## config.mk

```make
export PLATFORM = sky130hd
export DESIGN_NAME = l1_coherence_line_controller_flat
export DESIGN_NICKNAME = d
export VERILOG_FILES = /design/src/l1c_pkg.sv /design/src/l1c_req_if.sv /design/src/l1c_rsp_if.sv /design/src/l1c_line_store.sv /design/src/l1c_transition.sv /design/src/l1_coherence_line_controller.sv /design/src/flat_wrapper.sv
export SDC_FILE = /design/constraint.sdc
export NUM_CORES = 1
export LEC_CHECK = 0
export CORE_MARGIN = 1.5
export CORE_UTILIZATION = 40
export DETAILED_ROUTE_END_ITERATION = 8
export DONT_BUFFER_PORTS = 1
export HOLD_SLACK_MARGIN = 0.06
export SLEW_MARGIN = 20
export SYNTH_ARGS = -nofsm -noshare
export SYNTH_HDL_FRONTEND = slang
export SYNTH_SLANG_ARGS = --single-unit
```

## constraint.sdc

```tcl
create_clock -name clk -period 10.7 [get_ports clk]
set_input_delay 1.605 -clock clk [delete_from_list [all_inputs] [get_ports clk]]
set_output_delay 1.605 -clock clk [all_outputs]
set_load 0.02 [all_outputs]
```

## src/l1c_pkg.sv

```systemverilog
`timescale 1ns / 1ps

package l1c_pkg;

    localparam int LINES      = 256;
    localparam int WB_ENTRIES = 8;
    localparam int LINE_AW    = (LINES > 1) ? $clog2(LINES) : 1;
    localparam int BUF_AW     = (WB_ENTRIES > 1) ? $clog2(WB_ENTRIES) : 1;

    localparam int KIND_W   = 4;
    localparam int WHERE_W  = 2;
    localparam int LIDX_W   = 8;
    localparam int BIDX_W   = 3;
    localparam int STATE_W  = 4;

    typedef enum logic [3:0] {
        ST_I   = 4'd0,
        ST_ISE = 4'd1,
        ST_IM  = 4'd2,
        ST_S   = 4'd3,
        ST_E   = 4'd4,
        ST_M   = 4'd5,
        ST_SM  = 4'd6,
        ST_MI  = 4'd7,
        ST_SI  = 4'd8,
        ST_NP  = 4'd9
    } line_state_t;

    typedef enum logic [3:0] {
        KIND_REPLACE    = 4'd0,
        KIND_LOAD       = 4'd1,
        KIND_STORE      = 4'd2,
        KIND_DATA_SH    = 4'd3,
        KIND_DATA_EX    = 4'd4,
        KIND_UPG_ACK    = 4'd5,
        KIND_INV        = 4'd6,
        KIND_WB_ACK     = 4'd7,
        KIND_REPL_ACK   = 4'd8,
        KIND_READ_FWD   = 4'd9,
        KIND_READEX_FWD = 4'd10,
        KIND_FLUSH      = 4'd11
    } kind_t;

    typedef enum logic [1:0] {
        LOC_ABSENT = 2'd0,
        LOC_CACHE  = 2'd1,
        LOC_BUFFER = 2'd2
    } where_t;

    typedef enum logic [1:0] {
        SR_NONE  = 2'd0,
        SR_POLL  = 2'd1,
        SR_EVENT = 2'd2
    } stall_t;

    typedef enum logic [3:0] {
        DN_NONE     = 4'd0,
        DN_READ     = 4'd1,
        DN_READEX   = 4'd2,
        DN_UPGRADE  = 4'd3,
        DN_REPLACE  = 4'd4,
        DN_WB_CLEAN = 4'd5,
        DN_WB       = 4'd6,
        DN_INV_ACK  = 4'd7,
        DN_DATA_SH  = 4'd8,
        DN_DATA_EX  = 4'd9
    } down_t;

    typedef enum logic [1:0] {
        UP_NONE = 2'd0,
        UP_DATA = 2'd1,
        UP_INV  = 2'd2
    } up_t;

    typedef enum logic [1:0] {
        MS_NONE  = 2'd0,
        MS_ALLOC = 2'd1,
        MS_ENQ   = 2'd2,
        MS_DRAIN = 2'd3
    } mshr_cmd_t;

    typedef enum logic [1:0] {
        BC_NONE    = 2'd0,
        BC_ALLOC   = 2'd1,
        BC_RELEASE = 2'd2
    } buf_cmd_t;

    typedef enum logic [2:0] {
        EV_NONE        = 3'd0,
        EV_HIT         = 3'd1,
        EV_DEMAND_MISS = 3'd2,
        EV_COH_MISS    = 3'd3,
        EV_PART_HIT    = 3'd4,
        EV_WB_START    = 3'd5,
        EV_WB_DONE     = 3'd6,
        EV_STALL       = 3'd7
    } event_t;

    typedef enum logic [1:0] {
        OC_TRANS  = 2'd0,
        OC_STALL  = 2'd1,
        OC_ERROR  = 2'd2,
        OC_IGNORE = 2'd3
    } outcome_t;

    typedef struct packed {
        logic [3:0] new_state;
        logic [1:0] stall_res;
        logic       error;
        logic [3:0] down_first;
        logic       down_to_requester;
        logic       down_addr_only;
        logic       down_second_readex;
        logic [1:0] up_message;
        logic [1:0] mshr_command;
        logic [1:0] buffer_command;
        logic       store_data;
        logic [2:0] event_res;
    } rsp_t;

    typedef struct packed {
        logic       trans;
        logic [3:0] nxt;
        logic       alloc;
        logic [3:0] alloc_state;
    } upd_t;

endpackage

```

## src/l1c_req_if.sv

```systemverilog
`timescale 1ns / 1ps

interface l1c_req_if;
    import l1c_pkg::*;

    logic                valid;
    logic                ready;
    logic [KIND_W-1:0]   kind;
    logic [WHERE_W-1:0]  found_in;
    logic [LIDX_W-1:0]   line_index;
    logic [BIDX_W-1:0]   buffer_index;
    logic [1:0]          insert_stall;
    logic                mshr_free;
    logic                mshr_room;
    logic                buffer_free;

    modport source (
        output valid, kind, found_in, line_index, buffer_index,
               insert_stall, mshr_free, mshr_room, buffer_free,
        input  ready
    );

    modport sink (
        input  valid, kind, found_in, line_index, buffer_index,
               insert_stall, mshr_free, mshr_room, buffer_free,
        output ready
    );
endinterface

```

## src/l1c_rsp_if.sv

```systemverilog
`timescale 1ns / 1ps

interface l1c_rsp_if;
    logic       valid;
    logic       ready;
    logic [3:0] new_state;
    logic [1:0] stall_res;
    logic       error;
    logic [3:0] down_first;
    logic       down_to_requester;
    logic       down_addr_only;
    logic       down_second_readex;
    logic [1:0] up_message;
    logic [1:0] mshr_command;
    logic [1:0] buffer_command;
    logic       store_data;
    logic [2:0] event_res;

    modport source (
        output valid, new_state, stall_res, error, down_first, down_to_requester,
               down_addr_only, down_second_readex, up_message, mshr_command,
               buffer_command, store_data, event_res,
        input  ready
    );

    modport sink (
        input  valid, new_state, stall_res, error, down_first, down_to_requester,
               down_addr_only, down_second_readex, up_message, mshr_command,
               buffer_command, store_data, event_res,
        output ready
    );
endinterface

```

## src/l1c_line_store.sv

```systemverilog
`timescale 1ns / 1ps

module l1c_line_store (
    input  logic                         clk,
    input  logic                         rst_n,
    input  logic                         rd_en,
    input  logic [l1c_pkg::LINE_AW-1:0]  rd_addr,
    output logic [l1c_pkg::STATE_W-1:0]  rd_data,
    input  logic                         wr_en,
    input  logic [l1c_pkg::LINE_AW-1:0]  wr_addr,
    input  logic [l1c_pkg::STATE_W-1:0]  wr_data
);
    import l1c_pkg::*;

    logic [STATE_W-1:0] mem [LINES];
    logic [LINES-1:0]   line_valid_reg;
    logic [STATE_W-1:0] rd_mem_reg;
    logic               rd_valid_reg;

    // state array, no reset; unwritten entries read as I via valid bits
    always_ff @(posedge clk)
    begin
        if (wr_en)
        begin
            mem[wr_addr] <= wr_data;
        end
        if (rd_en)
        begin
            rd_mem_reg <= mem[rd_addr];
        end
    end

    always_ff @(posedge clk or negedge rst_n)
    begin
        if (!rst_n)
        begin
            line_valid_reg <= '0;
            rd_valid_reg   <= 1'b0;
        end
        else
        begin
            if (wr_en)
            begin
                line_valid_reg[wr_addr] <= 1'b1;
            end
            if (rd_en)
            begin
                rd_valid_reg <= line_valid_reg[rd_addr];
            end
        end
    end

    assign rd_data = rd_valid_reg ? rd_mem_reg : ST_I;
endmodule

```

## src/l1c_transition.sv

```systemverilog
`timescale 1ns / 1ps

module l1c_transition (
    input  logic [l1c_pkg::STATE_W-1:0] cur,
    input  logic [l1c_pkg::KIND_W-1:0]  kind,
    input  logic [1:0]                  insert_stall,
    input  logic                        mshr_free,
    input  logic                        mshr_room,
    input  logic                        buffer_free,
    output l1c_pkg::rsp_t               rsp,
    output l1c_pkg::upd_t               upd
);
    import l1c_pkg::*;

    outcome_t           outcome;
    logic [1:0]         stall;
    logic [STATE_W-1:0] nxt;
    logic               alloc;
    logic [STATE_W-1:0] alloc_state;
    rsp_t               r;

    always_comb
    begin
        outcome     = OC_TRANS;
        stall       = SR_NONE;
        nxt         = ST_I;
        alloc       = 1'b0;
        alloc_state = ST_MI;
        r           = '0;

        if (kind > KIND_FLUSH)
        begin
            outcome = OC_ERROR;
        end
        else
        begin
            case (cur)
                ST_NP, ST_I:
                begin
                    if (kind inside {KIND_LOAD, KIND_STORE})
                    begin
                        if (cur == ST_NP && insert_stall != SR_NONE)
                        begin
                            outcome = OC_STALL;
                            stall   = (insert_stall == SR_POLL) ? SR_POLL : SR_EVENT;
                        end
                        else if (!mshr_free || !mshr_room)
                        begin
                            outcome = OC_STALL;
                            stall   = SR_POLL;
                        end
                        else
                        begin
                            r.mshr_command   = MS_ALLOC;
                            r.down_first     = (kind == KIND_LOAD) ? DN_READ : DN_READEX;
                            r.down_addr_only = 1'b1;
                            nxt              = (kind == KIND_LOAD) ? ST_ISE : ST_IM;
                            r.event_res      = EV_DEMAND_MISS;
                        end
                    end
                    else if (kind == KIND_WB_ACK || (cur == ST_NP && kind == KIND_INV))
                    begin
                        outcome = OC_IGNORE;
                    end
                    else
                    begin
                        outcome = OC_ERROR;
                    end
                end
                ST_IM:
                begin
                    if (kind == KIND_DATA_EX)
                    begin
                        r.store_data   = 1'b1;
                        r.mshr_command = MS_DRAIN;
                        nxt            = ST_M;
                    end
                    else if (kind inside {KIND_READ_FWD, KIND_READEX_FWD, KIND_INV})
                    begin
                        outcome = OC_STALL;
                        stall   = SR_EVENT;
                    end
                    else if (kind inside {KIND_LOAD, KIND_STORE})
                    begin
                        if (!mshr_room)
                        begin
                            outcome = OC_STALL;
                            stall   = SR_POLL;
                        end
                        else
                        begin
                            r.mshr_command = MS_ENQ;
                            nxt            = cur;
                            r.event_res    = EV_PART_HIT;
                        end
                    end
                    else if (kind == KIND_WB_ACK)
                    begin
                        outcome = OC_IGNORE;
                    end
                    else
                    begin
                        outcome = OC_ERROR;
                    end
                end
                ST_ISE:
                begin
                    if (kind inside {KIND_DATA_SH, KIND_DATA_EX})
                    begin
                        r.store_data   = 1'b1;
                        r.mshr_command = MS_DRAIN;
                        nxt            = (kind == KIND_DATA_SH) ? ST_S : ST_E;
                    end
                    else if (kind inside {KIND_READ_FWD, KIND_READEX_FWD, KIND_INV,
                                          KIND_STORE})
                    begin
                        outcome = OC_STALL;
                        stall   = SR_EVENT;
                    end
                    else if (kind == KIND_LOAD)
                    begin
                        if (!mshr_room)
                        begin
                            outcome = OC_STALL;
                            stall   = SR_POLL;
                        end
                        else
                        begin
                            r.mshr_command = MS_ENQ;
                            nxt            = cur;
                            r.event_res    = EV_PART_HIT;
                        end
                    end
                    else if (kind == KIND_WB_ACK)
                    begin
                        outcome = OC_IGNORE;
                    end
                    else
                    begin
                        outcome = OC_ERROR;
                    end
                end
                ST_S:
                begin
                    if (kind == KIND_LOAD)
                    begin
                        r.up_message = UP_DATA;
                        r.event_res  = EV_HIT;
                        nxt          = ST_S;
                    end
                    else if (kind == KIND_STORE)
                    begin
                        if (!mshr_free || !mshr_room)
                        begin
                            outcome = OC_STALL;
                            stall   = SR_POLL;
                        end
                        else
                        begin
                            r.mshr_command   = MS_ALLOC;
                            r.down_first     = DN_UPGRADE;
                            r.down_addr_only = 1'b1;
                            nxt              = ST_SM;
                            r.event_res      = EV_COH_MISS;
                        end
                    end
                    else if (kind == KIND_REPLACE)
                    begin
                        if (!buffer_free)
                        begin
                            outcome = OC_STALL;
                            stall   = SR_POLL;
                        end
                        else
                        begin
                            alloc            = 1'b1;
                            alloc_state      = ST_SI;
                            r.buffer_command = BC_ALLOC;
                            r.down_first     = DN_REPLACE;
                            r.down_addr_only = 1'b1;
                            r.event_res      = EV_WB_START;
                            nxt              = ST_I;
                        end
                    end
                    else if (kind == KIND_READ_FWD)
                    begin
                        r.down_first        = DN_DATA_SH;
                        r.down_to_requester = 1'b1;
                        nxt                 = cur;
                    end
                    else if (kind == KIND_INV)
                    begin
                        r.down_first     = DN_INV_ACK;
                        r.down_addr_only = 1'b1;
                        r.up_message     = UP_INV;
                        nxt              = ST_I;
                    end
                    else if (kind == KIND_WB_ACK)
                    begin
                        outcome = OC_IGNORE;
                    end
                    else
                    begin
                        outcome = OC_ERROR;
                    end
                end
                ST_E, ST_M:
                begin
                    if (kind inside {KIND_LOAD, KIND_STORE})
                    begin
                        r.up_message = UP_DATA;
                        r.event_res  = EV_HIT;
                        if (kind == KIND_STORE)
                        begin
                            r.store_data = 1'b1;
                            nxt          = ST_M;
                        end
                        else
                        begin
                            nxt = cur;
                        end
                    end
                    else if (kind == KIND_REPLACE)
                    begin
                        if (!buffer_free)
                        begin
                            outcome = OC_STALL;
                            stall   = SR_POLL;
                        end
                        else
                        begin
                            alloc            = 1'b1;
                            alloc_state      = ST_MI;
                            r.buffer_command = BC_ALLOC;
                            r.down_first     = (cur == ST_E) ? DN_WB_CLEAN : DN_WB;
                            r.down_addr_only = (cur == ST_E);
                            r.event_res      = EV_WB_START;
                            nxt              = ST_I;
                        end
                    end
                    else if (kind == KIND_INV)
                    begin
                        r.up_message     = UP_INV;
                        r.down_first     = (cur == ST_E) ? DN_WB_CLEAN : DN_WB;
                        r.down_addr_only = (cur == ST_E);
                        nxt              = ST_I;
                    end
                    else if (kind == KIND_READ_FWD)
                    begin
                        r.down_first        = DN_DATA_SH;
                        r.down_to_requester = 1'b1;
                        nxt                 = ST_S;
                    end
                    else if (kind == KIND_READEX_FWD)
                    begin
                        r.down_first        = DN_DATA_EX;
                        r.down_to_requester = 1'b1;
                        nxt                 = ST_I;
                    end
                    else if (cur == ST_M)
                    begin
                        outcome = OC_IGNORE;
                    end
                    else
                    begin
                        outcome = OC_ERROR;
                    end
                end
                ST_SM:
                begin
                    if (kind == KIND_LOAD)
                    begin
                        r.up_message = UP_DATA;
                        r.event_res  = EV_HIT;
                        nxt          = cur;
                    end
                    else if (kind == KIND_STORE)
                    begin
                        if (!mshr_room)
                        begin
                            outcome = OC_STALL;
                            stall   = SR_EVENT;
                        end
                        else
                        begin
                            r.mshr_command = MS_ENQ;
                            nxt            = cur;
                            r.event_res    = EV_PART_HIT;
                        end
                    end
                    else if (kind == KIND_UPG_ACK)
                    begin
                        r.mshr_command = MS_DRAIN;
                        nxt            = ST_M;
                    end
                    else if (kind == KIND_INV)
                    begin
                        r.down_first         = DN_INV_ACK;
                        r.down_addr_only     = 1'b1;
                        r.down_second_readex = 1'b1;
                        nxt                  = ST_IM;
                    end
                    else if (kind == KIND_READ_FWD)
                    begin
                        r.down_first        = DN_DATA_SH;
                        r.down_to_requester = 1'b1;
                        nxt                 = cur;
                    end
                    else
                    begin
                        outcome = OC_ERROR;
                    end
                end
                ST_MI, ST_SI:
                begin
                    if (kind == KIND_LOAD && cur == ST_SI)
                    begin
                        r.up_message = UP_DATA;
                        r.event_res  = EV_HIT;
                        nxt          = cur;
                    end
                    else if (kind inside {KIND_LOAD, KIND_STORE})
                    begin
                        outcome = OC_STALL;
                        stall   = SR_EVENT;
                    end
                    else if (kind == KIND_INV || (cur == ST_MI && kind == KIND_WB_ACK)
                             || (cur == ST_SI && kind == KIND_REPL_ACK))
                    begin
                        r.buffer_command = BC_RELEASE;
                        r.up_message     = UP_INV;
                        r.event_res      = EV_WB_DONE;
                        nxt              = ST_I;
                    end
                    else if (kind == KIND_READ_FWD)
                    begin
                        r.down_first        = DN_DATA_SH;
                        r.down_to_requester = 1'b1;
                        r.down_addr_only    = 1'b1;
                        nxt                 = cur;
                    end
                    else if (kind == KIND_READEX_FWD && cur == ST_MI)
                    begin
                        r.down_first        = DN_DATA_EX;
                        r.down_to_requester = 1'b1;
                        r.down_addr_only    = 1'b1;
                        nxt                 = cur;
                    end
                    else
                    begin
                        outcome = OC_ERROR;
                    end
                end
                default:
                begin
                    outcome = OC_ERROR;
                end
            endcase
        end

        rsp = r;
        if (outcome != OC_TRANS)
        begin
            rsp           = '0;
            rsp.new_state = cur;
            if (outcome == OC_STALL)
            begin
                rsp.stall_res = stall;
                rsp.event_res = EV_STALL;
            end
            if (outcome == OC_ERROR)
            begin
                rsp.error = 1'b1;
            end
        end
        else
        begin
            rsp.new_state = nxt;
        end

        upd.trans       = (outcome == OC_TRANS);
        upd.nxt         = nxt;
        upd.alloc       = alloc;
        upd.alloc_state = alloc_state;
    end
endmodule

```

## src/l1_coherence_line_controller.sv

```systemverilog
`timescale 1ns / 1ps
// The line state of a taken request is read into a register; its response is then registered
// when the output is free; no request is taken during this read-modify-write of line state.
// A finished response waits in the output register while the next request is taken.
// Reset: all line and write-back buffer states read as Invalid; requests are taken at once,
// line entries are cleared by per-entry valid bits with no sweep.
module l1_coherence_line_controller (
    input  logic       clk,
    input  logic       rst_n,
    l1c_req_if.sink    req,
    l1c_rsp_if.source  rsp
);
    import l1c_pkg::*;

    logic                busy_reg;
    logic                busy_next;
    logic                out_valid_reg;
    logic                out_valid_next;
    rsp_t                rsp_reg;
    rsp_t                rsp_next;

    logic [KIND_W-1:0]   kind_reg;
    logic [WHERE_W-1:0]  where_reg;
    logic [LINE_AW-1:0]  li_reg;
    logic [BUF_AW-1:0]   bi_reg;
    logic [1:0]          ins_reg;
    logic                mfree_reg;
    logic                mroom_reg;
    logic                bfree_reg;

    logic [STATE_W-1:0]  buf_state_reg [WB_ENTRIES];

    logic                accept;
    logic                fire;
    logic [STATE_W-1:0]  line_rd;
    logic [STATE_W-1:0]  cur;
    rsp_t                t_rsp;
    upd_t                t_upd;
    logic                line_we;
    logic                buf_we;
    logic [STATE_W-1:0]  buf_wdata;

    assign req.ready = !busy_reg;
    assign accept    = req.valid && !busy_reg;
    assign fire      = busy_reg && (!out_valid_reg || rsp.ready);

    l1c_line_store u_line_store (
        .clk     (clk),
        .rst_n   (rst_n),
        .rd_en   (accept),
        .rd_addr (req.line_index[LINE_AW-1:0]),
        .rd_data (line_rd),
        .wr_en   (line_we),
        .wr_addr (li_reg),
        .wr_data (t_upd.nxt)
    );

    always_comb
    begin
        case (where_reg)
            LOC_CACHE:  cur = line_rd;
            LOC_BUFFER: cur = buf_state_reg[bi_reg];
            default:    cur = ST_NP;
        endcase
    end

    l1c_transition u_transition (
        .cur          (cur),
        .kind         (kind_reg),
        .insert_stall (ins_reg),
        .mshr_free    (mfree_reg),
        .mshr_room    (mroom_reg),
        .buffer_free  (bfree_reg),
        .rsp          (t_rsp),
        .upd          (t_upd)
    );

    // allocation of the buffer entry overrides its own next state
    assign line_we   = fire && t_upd.trans && (where_reg != LOC_BUFFER);
    assign buf_we    = fire && t_upd.trans && (t_upd.alloc || where_reg == LOC_BUFFER);
    assign buf_wdata = t_upd.alloc ? t_upd.alloc_state : t_upd.nxt;

    always_comb
    begin
        busy_next      = busy_reg;
        out_valid_next = out_valid_reg;
        rsp_next       = rsp_reg;
        if (out_valid_reg && rsp.ready)
        begin
            out_valid_next = 1'b0;
        end
        if (fire)
        begin
            busy_next      = 1'b0;
            out_valid_next = 1'b1;
            rsp_next       = t_rsp;
        end
        if (accept)
        begin
            busy_next = 1'b1;
        end
    end

    always_ff @(posedge clk or negedge rst_n)
    begin
        if (!rst_n)
        begin
            busy_reg      <= 1'b0;
            out_valid_reg <= 1'b0;
            for (int i = 0; i < WB_ENTRIES; i++)
            begin
                buf_state_reg[i] <= ST_I;
            end
        end
        else
        begin
            busy_reg      <= busy_next;
            out_valid_reg <= out_valid_next;
            if (buf_we)
            begin
                buf_state_reg[bi_reg] <= buf_wdata;
            end
        end
    end

    always_ff @(posedge clk)
    begin
        rsp_reg <= rsp_next;
        if (accept)
        begin
            kind_reg  <= req.kind;
            where_reg <= req.found_in;
            li_reg    <= req.line_index[LINE_AW-1:0];
            bi_reg    <= req.buffer_index[BUF_AW-1:0];
            ins_reg   <= req.insert_stall;
            mfree_reg <= req.mshr_free;
            mroom_reg <= req.mshr_room;
            bfree_reg <= req.buffer_free;
        end
    end

    assign rsp.valid              = out_valid_reg;
    assign rsp.new_state          = rsp_reg.new_state;
    assign rsp.stall_res          = rsp_reg.stall_res;
    assign rsp.error              = rsp_reg.error;
    assign rsp.down_first         = rsp_reg.down_first;
    assign rsp.down_to_requester  = rsp_reg.down_to_requester;
    assign rsp.down_addr_only     = rsp_reg.down_addr_only;
    assign rsp.down_second_readex = rsp_reg.down_second_readex;
    assign rsp.up_message         = rsp_reg.up_message;
    assign rsp.mshr_command       = rsp_reg.mshr_command;
    assign rsp.buffer_command     = rsp_reg.buffer_command;
    assign rsp.store_data         = rsp_reg.store_data;
    assign rsp.event_res          = rsp_reg.event_res;
endmodule

```

## src/flat_wrapper.sv

```systemverilog
// flat-port wrapper written by rule: the top's interface ports become plain ports
module l1_coherence_line_controller_flat import l1c_pkg::*;
  (clk, rst_n, req_valid, req_kind, req_found_in, req_line_index, req_buffer_index, req_insert_stall, req_mshr_free, req_mshr_room, req_buffer_free, req_ready, rsp_valid, rsp_new_state, rsp_stall_res, rsp_error, rsp_down_first, rsp_down_to_requester, rsp_down_addr_only, rsp_down_second_readex, rsp_up_message, rsp_mshr_command, rsp_buffer_command, rsp_store_data, rsp_event_res, rsp_ready);
  l1c_req_if req_i ();
  l1c_rsp_if rsp_i ();
  input  logic clk;
  input  logic rst_n;
  input wire logic [$bits(req_i.valid)-1:0] req_valid;
  input wire logic [$bits(req_i.kind)-1:0] req_kind;
  input wire logic [$bits(req_i.found_in)-1:0] req_found_in;
  input wire logic [$bits(req_i.line_index)-1:0] req_line_index;
  input wire logic [$bits(req_i.buffer_index)-1:0] req_buffer_index;
  input wire logic [$bits(req_i.insert_stall)-1:0] req_insert_stall;
  input wire logic [$bits(req_i.mshr_free)-1:0] req_mshr_free;
  input wire logic [$bits(req_i.mshr_room)-1:0] req_mshr_room;
  input wire logic [$bits(req_i.buffer_free)-1:0] req_buffer_free;
  output wire logic [$bits(req_i.ready)-1:0] req_ready;
  output wire logic [$bits(rsp_i.valid)-1:0] rsp_valid;
  output wire logic [$bits(rsp_i.new_state)-1:0] rsp_new_state;
  output wire logic [$bits(rsp_i.stall_res)-1:0] rsp_stall_res;
  output wire logic [$bits(rsp_i.error)-1:0] rsp_error;
  output wire logic [$bits(rsp_i.down_first)-1:0] rsp_down_first;
  output wire logic [$bits(rsp_i.down_to_requester)-1:0] rsp_down_to_requester;
  output wire logic [$bits(rsp_i.down_addr_only)-1:0] rsp_down_addr_only;
  output wire logic [$bits(rsp_i.down_second_readex)-1:0] rsp_down_second_readex;
  output wire logic [$bits(rsp_i.up_message)-1:0] rsp_up_message;
  output wire logic [$bits(rsp_i.mshr_command)-1:0] rsp_mshr_command;
  output wire logic [$bits(rsp_i.buffer_command)-1:0] rsp_buffer_command;
  output wire logic [$bits(rsp_i.store_data)-1:0] rsp_store_data;
  output wire logic [$bits(rsp_i.event_res)-1:0] rsp_event_res;
  input wire logic [$bits(rsp_i.ready)-1:0] rsp_ready;
  assign req_i.valid = req_valid;
  assign req_i.kind = req_kind;
  assign req_i.found_in = req_found_in;
  assign req_i.line_index = req_line_index;
  assign req_i.buffer_index = req_buffer_index;
  assign req_i.insert_stall = req_insert_stall;
  assign req_i.mshr_free = req_mshr_free;
  assign req_i.mshr_room = req_mshr_room;
  assign req_i.buffer_free = req_buffer_free;
  assign req_ready = req_i.ready;
  assign rsp_valid = rsp_i.valid;
  assign rsp_new_state = rsp_i.new_state;
  assign rsp_stall_res = rsp_i.stall_res;
  assign rsp_error = rsp_i.error;
  assign rsp_down_first = rsp_i.down_first;
  assign rsp_down_to_requester = rsp_i.down_to_requester;
  assign rsp_down_addr_only = rsp_i.down_addr_only;
  assign rsp_down_second_readex = rsp_i.down_second_readex;
  assign rsp_up_message = rsp_i.up_message;
  assign rsp_mshr_command = rsp_i.mshr_command;
  assign rsp_buffer_command = rsp_i.buffer_command;
  assign rsp_store_data = rsp_i.store_data;
  assign rsp_event_res = rsp_i.event_res;
  assign rsp_i.ready = rsp_ready;
  l1_coherence_line_controller u_core (.clk(clk), .rst_n(rst_n), .req(req_i), .rsp(rsp_i));
endmodule
```

* After elaboration in Yosys (flattened, before gate mapping) *
Memory sizes are Yosys's and may differ from the RTL's. A register that Yosys moved wholly into a read port is not among the register bits.
Cells that the tools add are included.

word-level totals
  logic and storage cells = 340
  output and inout port bits = 26
  bits in registers = 337
  memory bits (writable) = 1024
  memories = 1

cells by class
  mux-type cells = 230
  order comparisons = 6
  reduce and logical (&&, ||, !) cells = 41
  bitwise gates (word level) = 5
  eq/ne operators = 25

memory list
  name                     depth  bits a word  rd ports  clocked after memory_dff  write ports  line                  source
  u_core.u_line_store.mem  256    4            1         1                         1            l1c_line_store.sv:15  logic [STATE_W-1:0] mem [LINES];

operator list
  kind                  number
  $or A256 B256 Y256    1
  $mux W4               42
  $mux W2               83
  $mux W3               25
  $mux W1               49
  $mux W6               7
  $bwmux W32            1
  $eq A4 B3 Y1 const B  8
  $pmux W2 S7           2
  $pmux W4 S7           1
  $mux W7               3
  $pmux W3 S7           1
  $eq A4 B4 Y1 const B  5
  $pmux W4 S5           1
  $lt A8 B9 Y1 const B  2
  $eq A4 B2 Y1 const B  4
  $mux W5               3
  $logic_and A1 B1 Y1   14
  $bmux W4 S3           1
  $demux W4 S3          1
  $reduce_bool A2 Y1    6
  $pmux W2 S5           1
  $bmux W1 S8           1
  $demux W1 S8          1
  other kinds (26)      44

* Logic depth before layout (Yosys ltp) *
Gate-level depths: netlist of run 1.

  word-level depth = 19
  gate-level depth with buffers = 19
  mapped depth without buffers = 11

* Modules after synthesis *
A second synthesis of run 1 with hierarchy kept.

second synthesis, totals
  cell total of the unflattened synthesis = 3130
  area total of the unflattened synthesis = 55032.8 µm²

modules (own cells, without submodules)
  module                        sequential area each (µm²)  cells each  times used  area an instance (µm²)
  l1c_line_store                37300.8                     2704        1           50367.1
  l1_coherence_line_controller  2232.1                      190         1           3186.8
  l1c_transition                0.0                         236         1           1478.9

* Worst setup path after synthesis of run 1 *
Ideal clock, no wire load.

  path type = register to register
  start point = register u_core.where_reg[1]
  end point = register u_core.buf_state_reg[0] in the netlist's numbering
  period minus slack after synthesis = 8050 ps
  required time = 10575 ps
  path slack = 2650 ps
  arrival = 7925 ps
  setup time = 125 ps
  stages on the path, launching flop included = 15
  path buffers = 4
  cell sequence = edfxtp_1 -> ha_1 -> buf_2 -> inv_1 -> buf_2 -> a211oi_1 -> or4_1 -> buf_2 -> buf_2 -> nand4_1 -> nand2_1 -> a32oi_1 -> nand4b_1 -> nand2b_1 -> mux2_2

RTL lines
  what                             line                                 source
  from (decl)                      l1_coherence_line_controller.sv:23   logic [WHERE_W-1:0] where_reg;
  from (signal assigned)           l1_coherence_line_controller.sv:132  where_reg <= req.found_in;
  to (signal, indexed assignment)  l1_coherence_line_controller.sv:121  buf_state_reg[bi_reg] <= buf_wdata;
  to (decl)                        l1_coherence_line_controller.sv:31   logic [STATE_W-1:0] buf_state_reg [WB_ENTRIES];

* Final worst setup path of run 1 *
  start point = register u_core.where_reg[0]
  end point = memory u_core.u_line_store.mem[115][0] (enable)

on the way
  word-level cells in the longest chain between the ends = 16

RTL lines
  what                                          line                                          source
  $eq A2 B2 Y1 or $eq A2 B1 Y1 (tied branches)  l1_coherence_line_controller.sv:60            case (where_reg)
  $pmux W4 S2                                   l1_coherence_line_controller.sv:60
  $eq A4 B3 Y1, on equally long branches        --
  $mux W1, or another cell as far along         l1c_transition.sv:260                         else if (cur == ST_M)
  $mux W2, or another cell as far along         l1c_transition.sv:254                         else if (kind == KIND_READEX_FWD)
  $mux W2, or another cell as far along         l1c_transition.sv:248                         else if (kind == KIND_READ_FWD)
  $mux W2, on equally long branches             l1c_transition.sv:241, l1c_transition.sv:327
  $mux W2, on equally long branches             l1c_transition.sv:223, l1c_transition.sv:322
  $mux W2, on equally long branches             l1c_transition.sv:209, l1c_transition.sv:316
  $pmux W2 S7                                   l1c_transition.sv:37                          case (cur)
  $mux W2                                       l1c_transition.sv:31                          if (kind > KIND_FLUSH)
  $logic_not A2 Y1                              l1c_transition.sv:381                         upd.trans = (outcome == OC_TRANS);
  $logic_and A1 B1 Y1                           l1_coherence_line_controller.sv:79            assign line_we = fire && t_upd.trans && (where_reg != LOC_BUFFER);
  $logic_and A1 B1 Y1 *                         l1_coherence_line_controller.sv:79
  $mux W1 *                                     l1c_line_store.sv:23                          if (wr_en)
  $mux W1 (not written as such) *               l1c_line_store.sv:25                          mem[wr_addr] <= wr_data;
  to (decl)                                     l1c_line_store.sv:15

Mark *: on every way between the ends. The rest lies on a longest branch, timed or not.

==> run summary, run 1 <==
The run finished with clean final reports. The most common cell in the netlist is sky130_fd_sc_hd__edfxtp_1. The kind of cell adding the most delay to the critical path is simple AND/OR/NAND/NOR gates. The number of fill cells came out at roughly 12k. The worst register-to-register path begins at u_core.where_reg[0]$_DFFE_PP_. By startpoint and endpoint, the worst setup path is classified as reg2reg.

The initial standard-cell utilization of the core came out at 0.404. The number of failing hold endpoints at the final stage is 0. The worst setup slack after layout is a little over 4 ns. The critical path data arrival time is between 7 and 8 ns. The clock latency at the later pin of the worst-skew pair came out at slightly below 0.8 ns. The sequential fraction of the synthesis area is 0.691. The library cell contributing the largest single delay on the critical path is sky130_fd_sc_hd__o2111ai_4. Once placement finished, the instance area stood at between 0.05 and 0.06 sq mm. After synthesis, the cell types taking the most area are sky130_fd_sc_hd__edfxtp_1 (56%), sky130_fd_sc_hd__mux4_2 (17%), sky130_fd_sc_hd__dfrtp_1 (13%). The minimum period implied by the final worst setup slack is approximately 6.6 ns. The gate count after technology mapping came out at ~3.1k. The power density of the placed cells is approximately 190 mW/mm^2. The maximum number of pins on one net before global-route repair came out at 322. Of the total synthesized cell area, the portion taken by XOR and XNOR cells is 0.000306. The switching share of total power came out at 0.249. The fraction of final layout cells with drive strength greater than 1 came out at 0.318. Once layout is complete, the cells apart from fillers number between 5k and 6k. The final net count is 3043.

The final wirelength is between 100 and 150 mm. sky130_fd_sc_hd__edfxtp_1 takes more of the synthesized area than any other cell. The average wire per standard cell is between 20 and 30 um.

Based on the critical path, the design can be clocked at up to approximately 0.15 GHz. The reported leakage power is 23.1 nW. The first-pass GRT wire length is 216 mm. The maximum vdd ir drop is around 140 uV.

In this run the register-to-register setup slack is 4.07 ns. Of the total synthesized cell area, the portion taken by full adders, half adders and majority gates is 0.000437. Counting distinct cell types in the post-synthesis netlist gives 70. Among all flip-flop cells after synthesis, the most frequent one is sky130_fd_sc_hd__edfxtp_1. For this run the aggregate overflow at the end of global routing stands at 0. The share of synthesized registers carrying an async set or reset is 0.213.

The average instance in the mapped netlist occupies about 19 sq um. The power spent charging and discharging nets is roughly 3 mW. The die outline height came out at 381 um. The fraction of power consumed by combinational cells came out at 0.095. The class of the tightest hold or removal check is reg2reg.

The area of all sequential standard cells came out at slightly below 0.04 sq mm. The total track usage came out at 0.199. The number of warning messages in the yosys log is 0.

The data required time of the critical path is between 10 and 15 ns. The terminus of the critical flop-to-flop path is u_core.u_line_store.mem[115][0]$_DFFE_PP_. The number of standard-cell rows in the floorplan came out at 138.

The post-cts resize count came out at 0. The signal on the critical path passes through inv_1, ha_1, inv_1, nor4_1, or4_1, nand2b_1, nor3_1, a211oi_1, o2111ai_4, or2_4, buf_12, nor3_1. The worst setup path startpoint is u_core.where_reg[0]$_DFFE_PP_. The initial DRC count came out at between 3k and 4k. Synthesis inferred roughly 1.4k register bits. Clock-pin slew was measured on the worst setup and hold paths at around 0.050 ns. The number of flops mapped to enable cells by yosys is roughly 1.1k.

The share of total power dissipated in the clock network is 0.408. The area of the core region came out at roughly 0.14 sq mm. The portion of total power attributed to sequential cells came out at 0.497. The length of the first detailed-routing pass in iterations is 9.

The flip-flop count of the largest register after layout came out at between 1k and 1.5k. The floorplan step set the die width to 381 um. Measured against its own limit, the worst slew margin works out to 0.203. The destination of the critical timing path is u_core.u_line_store.mem[115][0]$_DFFE_PP_.

The type of element launching the critical path is a register. The final cycle utilization of the critical path is 0.620. Of the total synthesized cell area, the portion taken by AND, OR, NAND and NOR gates is 0.0606.

The finished cells cover 0.0636 sq mm. The critical path depth in cells is 12. The tree is rooted in a sky130_fd_sc_hd__clkbuf_16. The wire length on met2 is between 70 and 80 mm. The worst path buffer plus inverter count came out at 3. The post-synthesis cell area is between 0.05 and 0.06 sq mm.

The congestion estimate from routability-driven global placement came to roughly 0.87. The number of buffers inserted by post-CTS setup repair came out at 0. The initial antenna violation count came out at 2. After synthesis, the most frequently instantiated cells are sky130_fd_sc_hd__edfxtp_1 (1074), sky130_fd_sc_hd__mux4_2 (426), sky130_fd_sc_hd__dfrtp_1 (291). 52 I/O pins were placed. The clock skew is between 0.02 and 0.03 ns. The number of buffers created by CTS is 140. Using the TritonRoute via totals, the vias-per-cell ratio works out to approximately 6.1.

Counting every net in the synthesized netlist gives between 3k and 4k. Setup repair after global routing left no endpoint under its margin. The number of hold buffers added after CTS was 0.

The floorplan step defined a die boundary enclosing between 0.1 and 0.15 sq mm. The wire length the detailed router placed on met1 came out at about 61 mm. TritonCTS built the clock tree. The aggregate negative setup slack is 0 ns. The count of unresolved DRC violations after routing came out at 0. After synthesis, the share of cell area in mux cells is 0.177. The instance count after placement with tap cells included came out at between 4k and 5k. The internal power consumption came out at about 9 mW. The count of clock tree sinks came out at approximately 1.4k. After synthesis, the largest family of logic cells by area is multiplexers. The HPWL after detailed placement is 86.5 mm. The area growth from synthesis to layout is 11.1%. The synthesized-area fraction occupied by ao, oa, aoi and oai cells came out at 0.0500. The number of global-route vias before repair came out at roughly 32k. The number of vias after detailed routing is about 31k.

The largest fanout of any net on the critical path came out at between 150 and 200. In this run the remaining antenna-violating nets after routing total 0. The worst setup path is captured at a register. At the placement stage, the worst setup path has a slack of approximately 4.3 ns. In this run the tool buffered the top-level ports with 0 buffer cells. The detailed-routed wire length on met3 is between 8 and 9 mm.

The longest clock path from root to sink contains 3 buffers. Across the run, the number of max-cap violations was 0. In this run the number of H-tree levels came out at 4.

Routed signal wires occupy layers up through met4. For this run, the slowest stage of the critical path takes 0.83 ns. The share of the synthesized area in the top cell type is 0.564. The count of endpoints failing setup in the final report is 0. The final number of max-transition violations is 0. The combined area of the multi-input logic cells is ~0.017 sq mm. For the pin with the worst max-slew slack, the measured transition is about 1.2 ns. The depth of the worst register-to-register path is 12.
-- logic make-up after synthesis --
| kind of cell | Yosys count |
|---|---|
| flops | 1365 |
| compound gates | 361 |
| buf+inv | 250 |
| simple gates | 611 |
| xor+xnor | 2 |
| mux | 474 |
| fa+ha+maj | 2 |
-- power by group through the flow --
stage	clock (mW)	combinational [mW]	sequential, mW
final	4.92	1.14	5.98
after global routing	5.20	1.20	5.99
after CTS	5.00	1.13	5.98
after detailed placement	0	1.13	6.09
after global placement	0	1.12	6.08
after floorplan	0	0.900	6.07
-- how the worst min path moves through the flow --
stage	from	to	slack [ns]	depth (start not counted)
after floorplan	u_core.u_line_store.line_valid_reg[130]$_DFFE_PN0P_	u_core.u_line_store.line_valid_reg[130]$_DFFE_PN0P_	0.42	1
after global placement	u_core.u_line_store.line_valid_reg[154]$_DFFE_PN0P_	u_core.u_line_store.line_valid_reg[154]$_DFFE_PN0P_	0.43	1
after detailed placement	u_core.u_line_store.line_valid_reg[218]$_DFFE_PN0P_	u_core.u_line_store.line_valid_reg[218]$_DFFE_PN0P_	0.44	1
after CTS	u_core.u_line_store.line_valid_reg[218]$_DFFE_PN0P_	u_core.u_line_store.line_valid_reg[218]$_DFFE_PN0P_	0.45	1
after global routing	u_core.u_line_store.line_valid_reg[238]$_DFFE_PN0P_	u_core.u_line_store.line_valid_reg[238]$_DFFE_PN0P_	0.46	1
final	u_core.u_line_store.line_valid_reg[214]$_DFFE_PN0P_	u_core.u_line_store.line_valid_reg[214]$_DFFE_PN0P_	0.45	1
-- layer usage --
| metal | vias up | track usage |
|---|---|---|
| met4 | 0 | 0.0714 |
| met3 | 252 | 0.0288 |
| met2 | 1277 | 0.318 |
| li1 | 12528 | - |
| met5 | - | 0 |
| met1 | 16475 | 0.280 |
-- area by class of cell --
| type | count | share of cell area |
|---|---|---|
| antenna | 1 | 0.0000394 |
| clock buffer | 183 | 0.0598 |
| clock inverter | 71 | 0.0131 |
| inverter | 11 | 0.000807 |
| multi-input combinational | 1450 | 0.261 |
| sequential | 1365 | 0.622 |
| tap | 1890 | 0.0372 |
| timing repair buffer | 47 | 0.00594 |
-- cell usage in the layout (no fill, tap or decap), types with 20 or more instances in the layout --
cell                           n
sky130_fd_sc_hd__a21oi_1      23
sky130_fd_sc_hd__nand3_1      22
sky130_fd_sc_hd__dfrtp_1     291
sky130_fd_sc_hd__mux2_2       33
sky130_fd_sc_hd__mux4_2      426
sky130_fd_sc_hd__clkbuf_16   144
sky130_fd_sc_hd__nand2_1     106
sky130_fd_sc_hd__clkbuf_1     34
sky130_fd_sc_hd__o21ai_0      20
sky130_fd_sc_hd__clkinv_1     25
sky130_fd_sc_hd__a21o_1       87
sky130_fd_sc_hd__nand2b_1     20
sky130_fd_sc_hd__buf_4        45
sky130_fd_sc_hd__edfxtp_1   1074
sky130_fd_sc_hd__nor3_1      192
sky130_fd_sc_hd__a31o_2      172
sky130_fd_sc_hd__nor3_2       77
sky130_fd_sc_hd__nor2_1       92
-- metrics by stage --
| stage | util | hold WS [ns] | total power [mW] |
|---|---|---|---|
| 2_1_floorplan | - | 0.423 | 6.97 |
| 3_3_place_gp | 0.416 | 0.432 | 7.20 |
| 3_5_place_dp | 0.416 | 0.438 | 7.21 |
| 4_1_cts | 0.448 | 0.450 | 12.1 |
| 5_1_grt | 0.449 | 0.465 | 12.4 |
| 6_report | 0.449 | 0.449 | 12.0 |
Note: power is estimated with default switching activity, not from simulation.
==> inputs of run 2 (changes only) <==
clock period = 6.9 ns   (was 10.7 ns; I/O delays follow)
==> run 2 against run 1 <==
Against the previous run: the flow now finishes with violations (negative hold slack); flip-flop and latch count is the same; final cell count is 0.18% higher; register-to-register slack worse by 2.9 ns; sequential share of layout area shrank 0.14 points; sequential power grew 55%; clock power is 54% higher; via count is 0.48% lower; routed wire length is 0.74% lower; hold slack lost 0.46 ns; first-iteration DRC count grew 5.3%; combinational power is 57% higher; critical path depth unchanged; largest cell class unchanged.
==> run summary, run 2 (same netlist as run 1, synthesis figures left out) <==
The number of standard-cell rows in the floorplan was 138 (unchanged). The x dimension of the die came to 381 um (unchanged). The fraction of the core area covered by cells at the end of the flow is 0.450 (+0.00101). The part of the total power dissipated in the clock network came out at 0.407 (about the same). The reported leakage power came out at 23.2 nW (+0.29%). The fraction of final layout cells with drive strength greater than 1 came to 0.322 (+0.00419).

The area growth from synthesis to layout is 11.4%. The run finished, with violations left. In the layout the commonest cells are sky130_fd_sc_hd__edfxtp_1 (1074), sky130_fd_sc_hd__mux4_2 (426), sky130_fd_sc_hd__dfrtp_1 (291). The sum of overflow across all layers after global routing came out at 0 (unchanged). The maximum number of pins on one net before global-route repair came out at 322 (unchanged). Among cell families on the critical path, the largest total delay comes from buffers and inverters. The half-perimeter wire length after placement is 87.4 mm (+1.0%).

The number of failing hold endpoints at the final stage is 6 (+6). The worst path buffer plus inverter count is 3 (unchanged). The die outline height came to 381 um (unchanged). The worst setup slack after layout is 1.19 ns (-2.88 ns). The maximum vdd ir drop is 216 uV (+58%). The relative slew slack is 0.114 (-0.0896). The biggest cell delay along the critical path came out at 1.04 ns (+0.21 ns).

The largest fanout of any net on the critical path is 108 (-34%). The critical path goes through mux2i_1, mux4_2, o21ai_1, nor2_1, a32oi_1, a22oi_1, or3_1, buf_4, nor2_4, buf_4, buf_4, a31o_2. Setup repair after global routing left no endpoint under its margin. The area of the core region is 0.142 sq mm (unchanged). The number of buffers created by CTS is 139 (-0.71%). The tightest min-delay check is of the in2async type.

The final antenna-violating net count came out at 0 (unchanged). The final weighted congestion of routability-driven global placement came out at 0.897 (+2.9%). The clock latency at the later pin of the worst-skew pair came to 0.79 ns (+0.02 ns). The final cycle utilization of the critical path is 0.828 (+0.208). The critical path is of the reg2reg type. The checks that failed: negative hold slack. The final number of max-transition violations is 0 (unchanged). The fraction of power consumed by combinational cells came out at 0.096 (about the same). The flip-flop count of the largest register after layout came out at 1024 (unchanged). The count of clock tree sinks came to 1365 (unchanged).

The deepest level of the CTS H-tree came out at 4 (unchanged). The switching share of total power came out at 0.251 (+0.00193). The minimum period implied by the final worst setup slack is 5.71 ns (-0.922 ns). The portion of total power attributed to sequential cells is 0.497 (about the same).

The pre-CTS setup slack came out at 1.32 ns (-2.96 ns). The register clock-pin slew on the reported worst setup and hold paths came out at 0.06 ns (about the same). The total track usage came to 0.198 (-0.00149). The library cell appearing most often on the critical path is sky130_fd_sc_hd__buf_4. The first-pass GRT wire length came out at 214 mm (-0.69%). The floorplan die area is 0.145 sq mm (unchanged). The placed instance area came out at 0.0591 sq mm (+0.35%). The worst hold slack came out at -0.0137 ns (-0.462 ns).

The finished layout cell area came to 0.0637 sq mm (+0.23%). The buffer depth of the longest clock path came to 3 (unchanged). The final net count was 3053 (+0.33%). The final wirelength is 144 mm (-0.74%). The number of vias after detailed routing came out at 30.4k (-0.48%). The count of endpoints failing setup in the final report came out at 0 (unchanged). Clock tree synthesis selected as its root buffer the cell sky130_fd_sc_hd__clkbuf_16. The TritonCTS clock tree is yes.

The internal power consumption was 14.0 mW (+55%). The number of buffers inserted by post-CTS setup repair is 0 (unchanged). The length of the first detailed-routing pass in iterations came to 6 (-3). The critical path data arrival time came out at 6.41 ns (-0.65 ns).

STA classifies the critical path endpoint as a register. The data required time of the critical path came out at 7.60 ns (-3.53 ns). The I/O pin count is 52 (unchanged). The actual transition at the worst max-transition pin is 1.33 ns (+0.138 ns). The aggregate negative setup slack came out at 0 ns (unchanged). The power spent charging and discharging nets came out at 4.68 mW (+56%). The library cell contributing the largest single delay on the critical path is sky130_fd_sc_hd__edfxtp_1.

The area of all sequential standard cells is 0.0395 sq mm (unchanged). The most common cell after layout, fill and taps aside is sky130_fd_sc_hd__edfxtp_1. The count of unresolved DRC violations after routing came out at 0 (unchanged). STA classifies the critical path startpoint as a register.

The number of max-cap violations is 0 (unchanged). The post-cts resize count came out at 0 (unchanged). The average wire per standard cell came out at 28.6 um (-0.91%). The number of fill cells is 11.9k (+0.88%). The initial DRC count came out at 3361 (+5.3%). The initial antenna violation count came out at 4 (+2). The combined area of the multi-input logic cells came out at 0.0166 sq mm (-0.13%). The number of input and output port buffers inserted is 0 (unchanged). The fmax is 0.175 GHz (+16%). The initial standard-cell utilization of the core came to 0.404 (unchanged). The number of global-route vias before repair is 31.4k (-0.61%). The clock skew is 0.0303 ns (+0.00380 ns).

The average vias per placed instance came out at 6.04 (-0.66%). The power density of the placed cells is 293 mW/mm^2 (+55%).
run 2: cell count changes in the layout (fill, tap and decap cells not counted), sizes merged:
cell and delta:
clkbuf -10, buf +11, clkinvlp +4, clkinv +4
run 2: worst paths after layout:
path,start,to,slack (ns),cells after the start
setup / recovery,u_core.bi_reg[2]$_DFFE_PP_,u_core.u_line_store.line_valid_reg[123]$_DFFE_PN0P_,1.19,12
hold / removal,rst_n,u_core.u_line_store.line_valid_reg[49]$_DFFE_PN0P_,-0.01,0
setup reg to reg,u_core.bi_reg[2]$_DFFE_PP_,u_core.u_line_store.line_valid_reg[123]$_DFFE_PN0P_,1.19,12
hold reg to reg,u_core.u_line_store.line_valid_reg[214]$_DFFE_PN0P_,u_core.u_line_store.line_valid_reg[214]$_DFFE_PN0P_,0.45,1
max in group asynchronous,rst_n,u_core.u_line_store.line_valid_reg[213]$_DFFE_PN0P_,6.18,0
min in group clk,req_kind[1],u_core.kind_reg[1]$_DFFE_PP_,0.35,0
run 2: cell type report:
cell class              count  share of cell area
inverters                  11            0.000805
well taps                1890              0.0371
repair buffers             58             0.00911
diodes                      1           0.0000393
multi-input cells        1450               0.261
clock buffers             173              0.0579
clock inverters            79              0.0143
flip-flops and latches   1365               0.620
run 2: power by group through the flow:
stage / clock (mW) / combinational [mW] / sequential [mW]
floorplan: 0 / 1.41 / 9.41
global placement: 0 / 1.74 / 9.44
detailed placement: 0 / 1.77 / 9.45
CTS: 7.73 / 1.77 / 9.28
global route: 8.04 / 1.88 / 9.29
finish: 7.59 / 1.79 / 9.29
run 2: worst reg2reg max path: stages (launching register included):
cell and delay, ns:
sky130_fd_sc_hd__edfxtp_1 1.04, sky130_fd_sc_hd__mux2i_1 0.24, sky130_fd_sc_hd__mux4_2 0.57, sky130_fd_sc_hd__o21ai_1 0.74, sky130_fd_sc_hd__nor2_1 0.16, sky130_fd_sc_hd__a32oi_1 0.23
sky130_fd_sc_hd__a22oi_1 0.13, sky130_fd_sc_hd__or3_1 0.36, sky130_fd_sc_hd__buf_4 0.25, sky130_fd_sc_hd__nor2_4 0.16, sky130_fd_sc_hd__buf_4 0.87, sky130_fd_sc_hd__buf_4 0.64
sky130_fd_sc_hd__a31o_2 0.27
run 2: layer usage:
metal	track usage	routed length, um	part of all wire	up-vias
met3	0.0401	9820	0.068	225
met2	0.313	69500	0.48	1214
met4	0.0620	3740	0.026	2
met5	0	13	0.000091	-
met1	0.275	60500	0.42	16414
li1	-	-	-	12529
run 2: per-stage QoR:
stage / instances / total power [mW]
finish: 5027 / 18.7
CTS: 5026 / 18.8
floorplan: 3065 / 10.8
detailed placement: 4774 / 11.2
global route: 5026 / 19.2
global placement: 4772 / 11.2
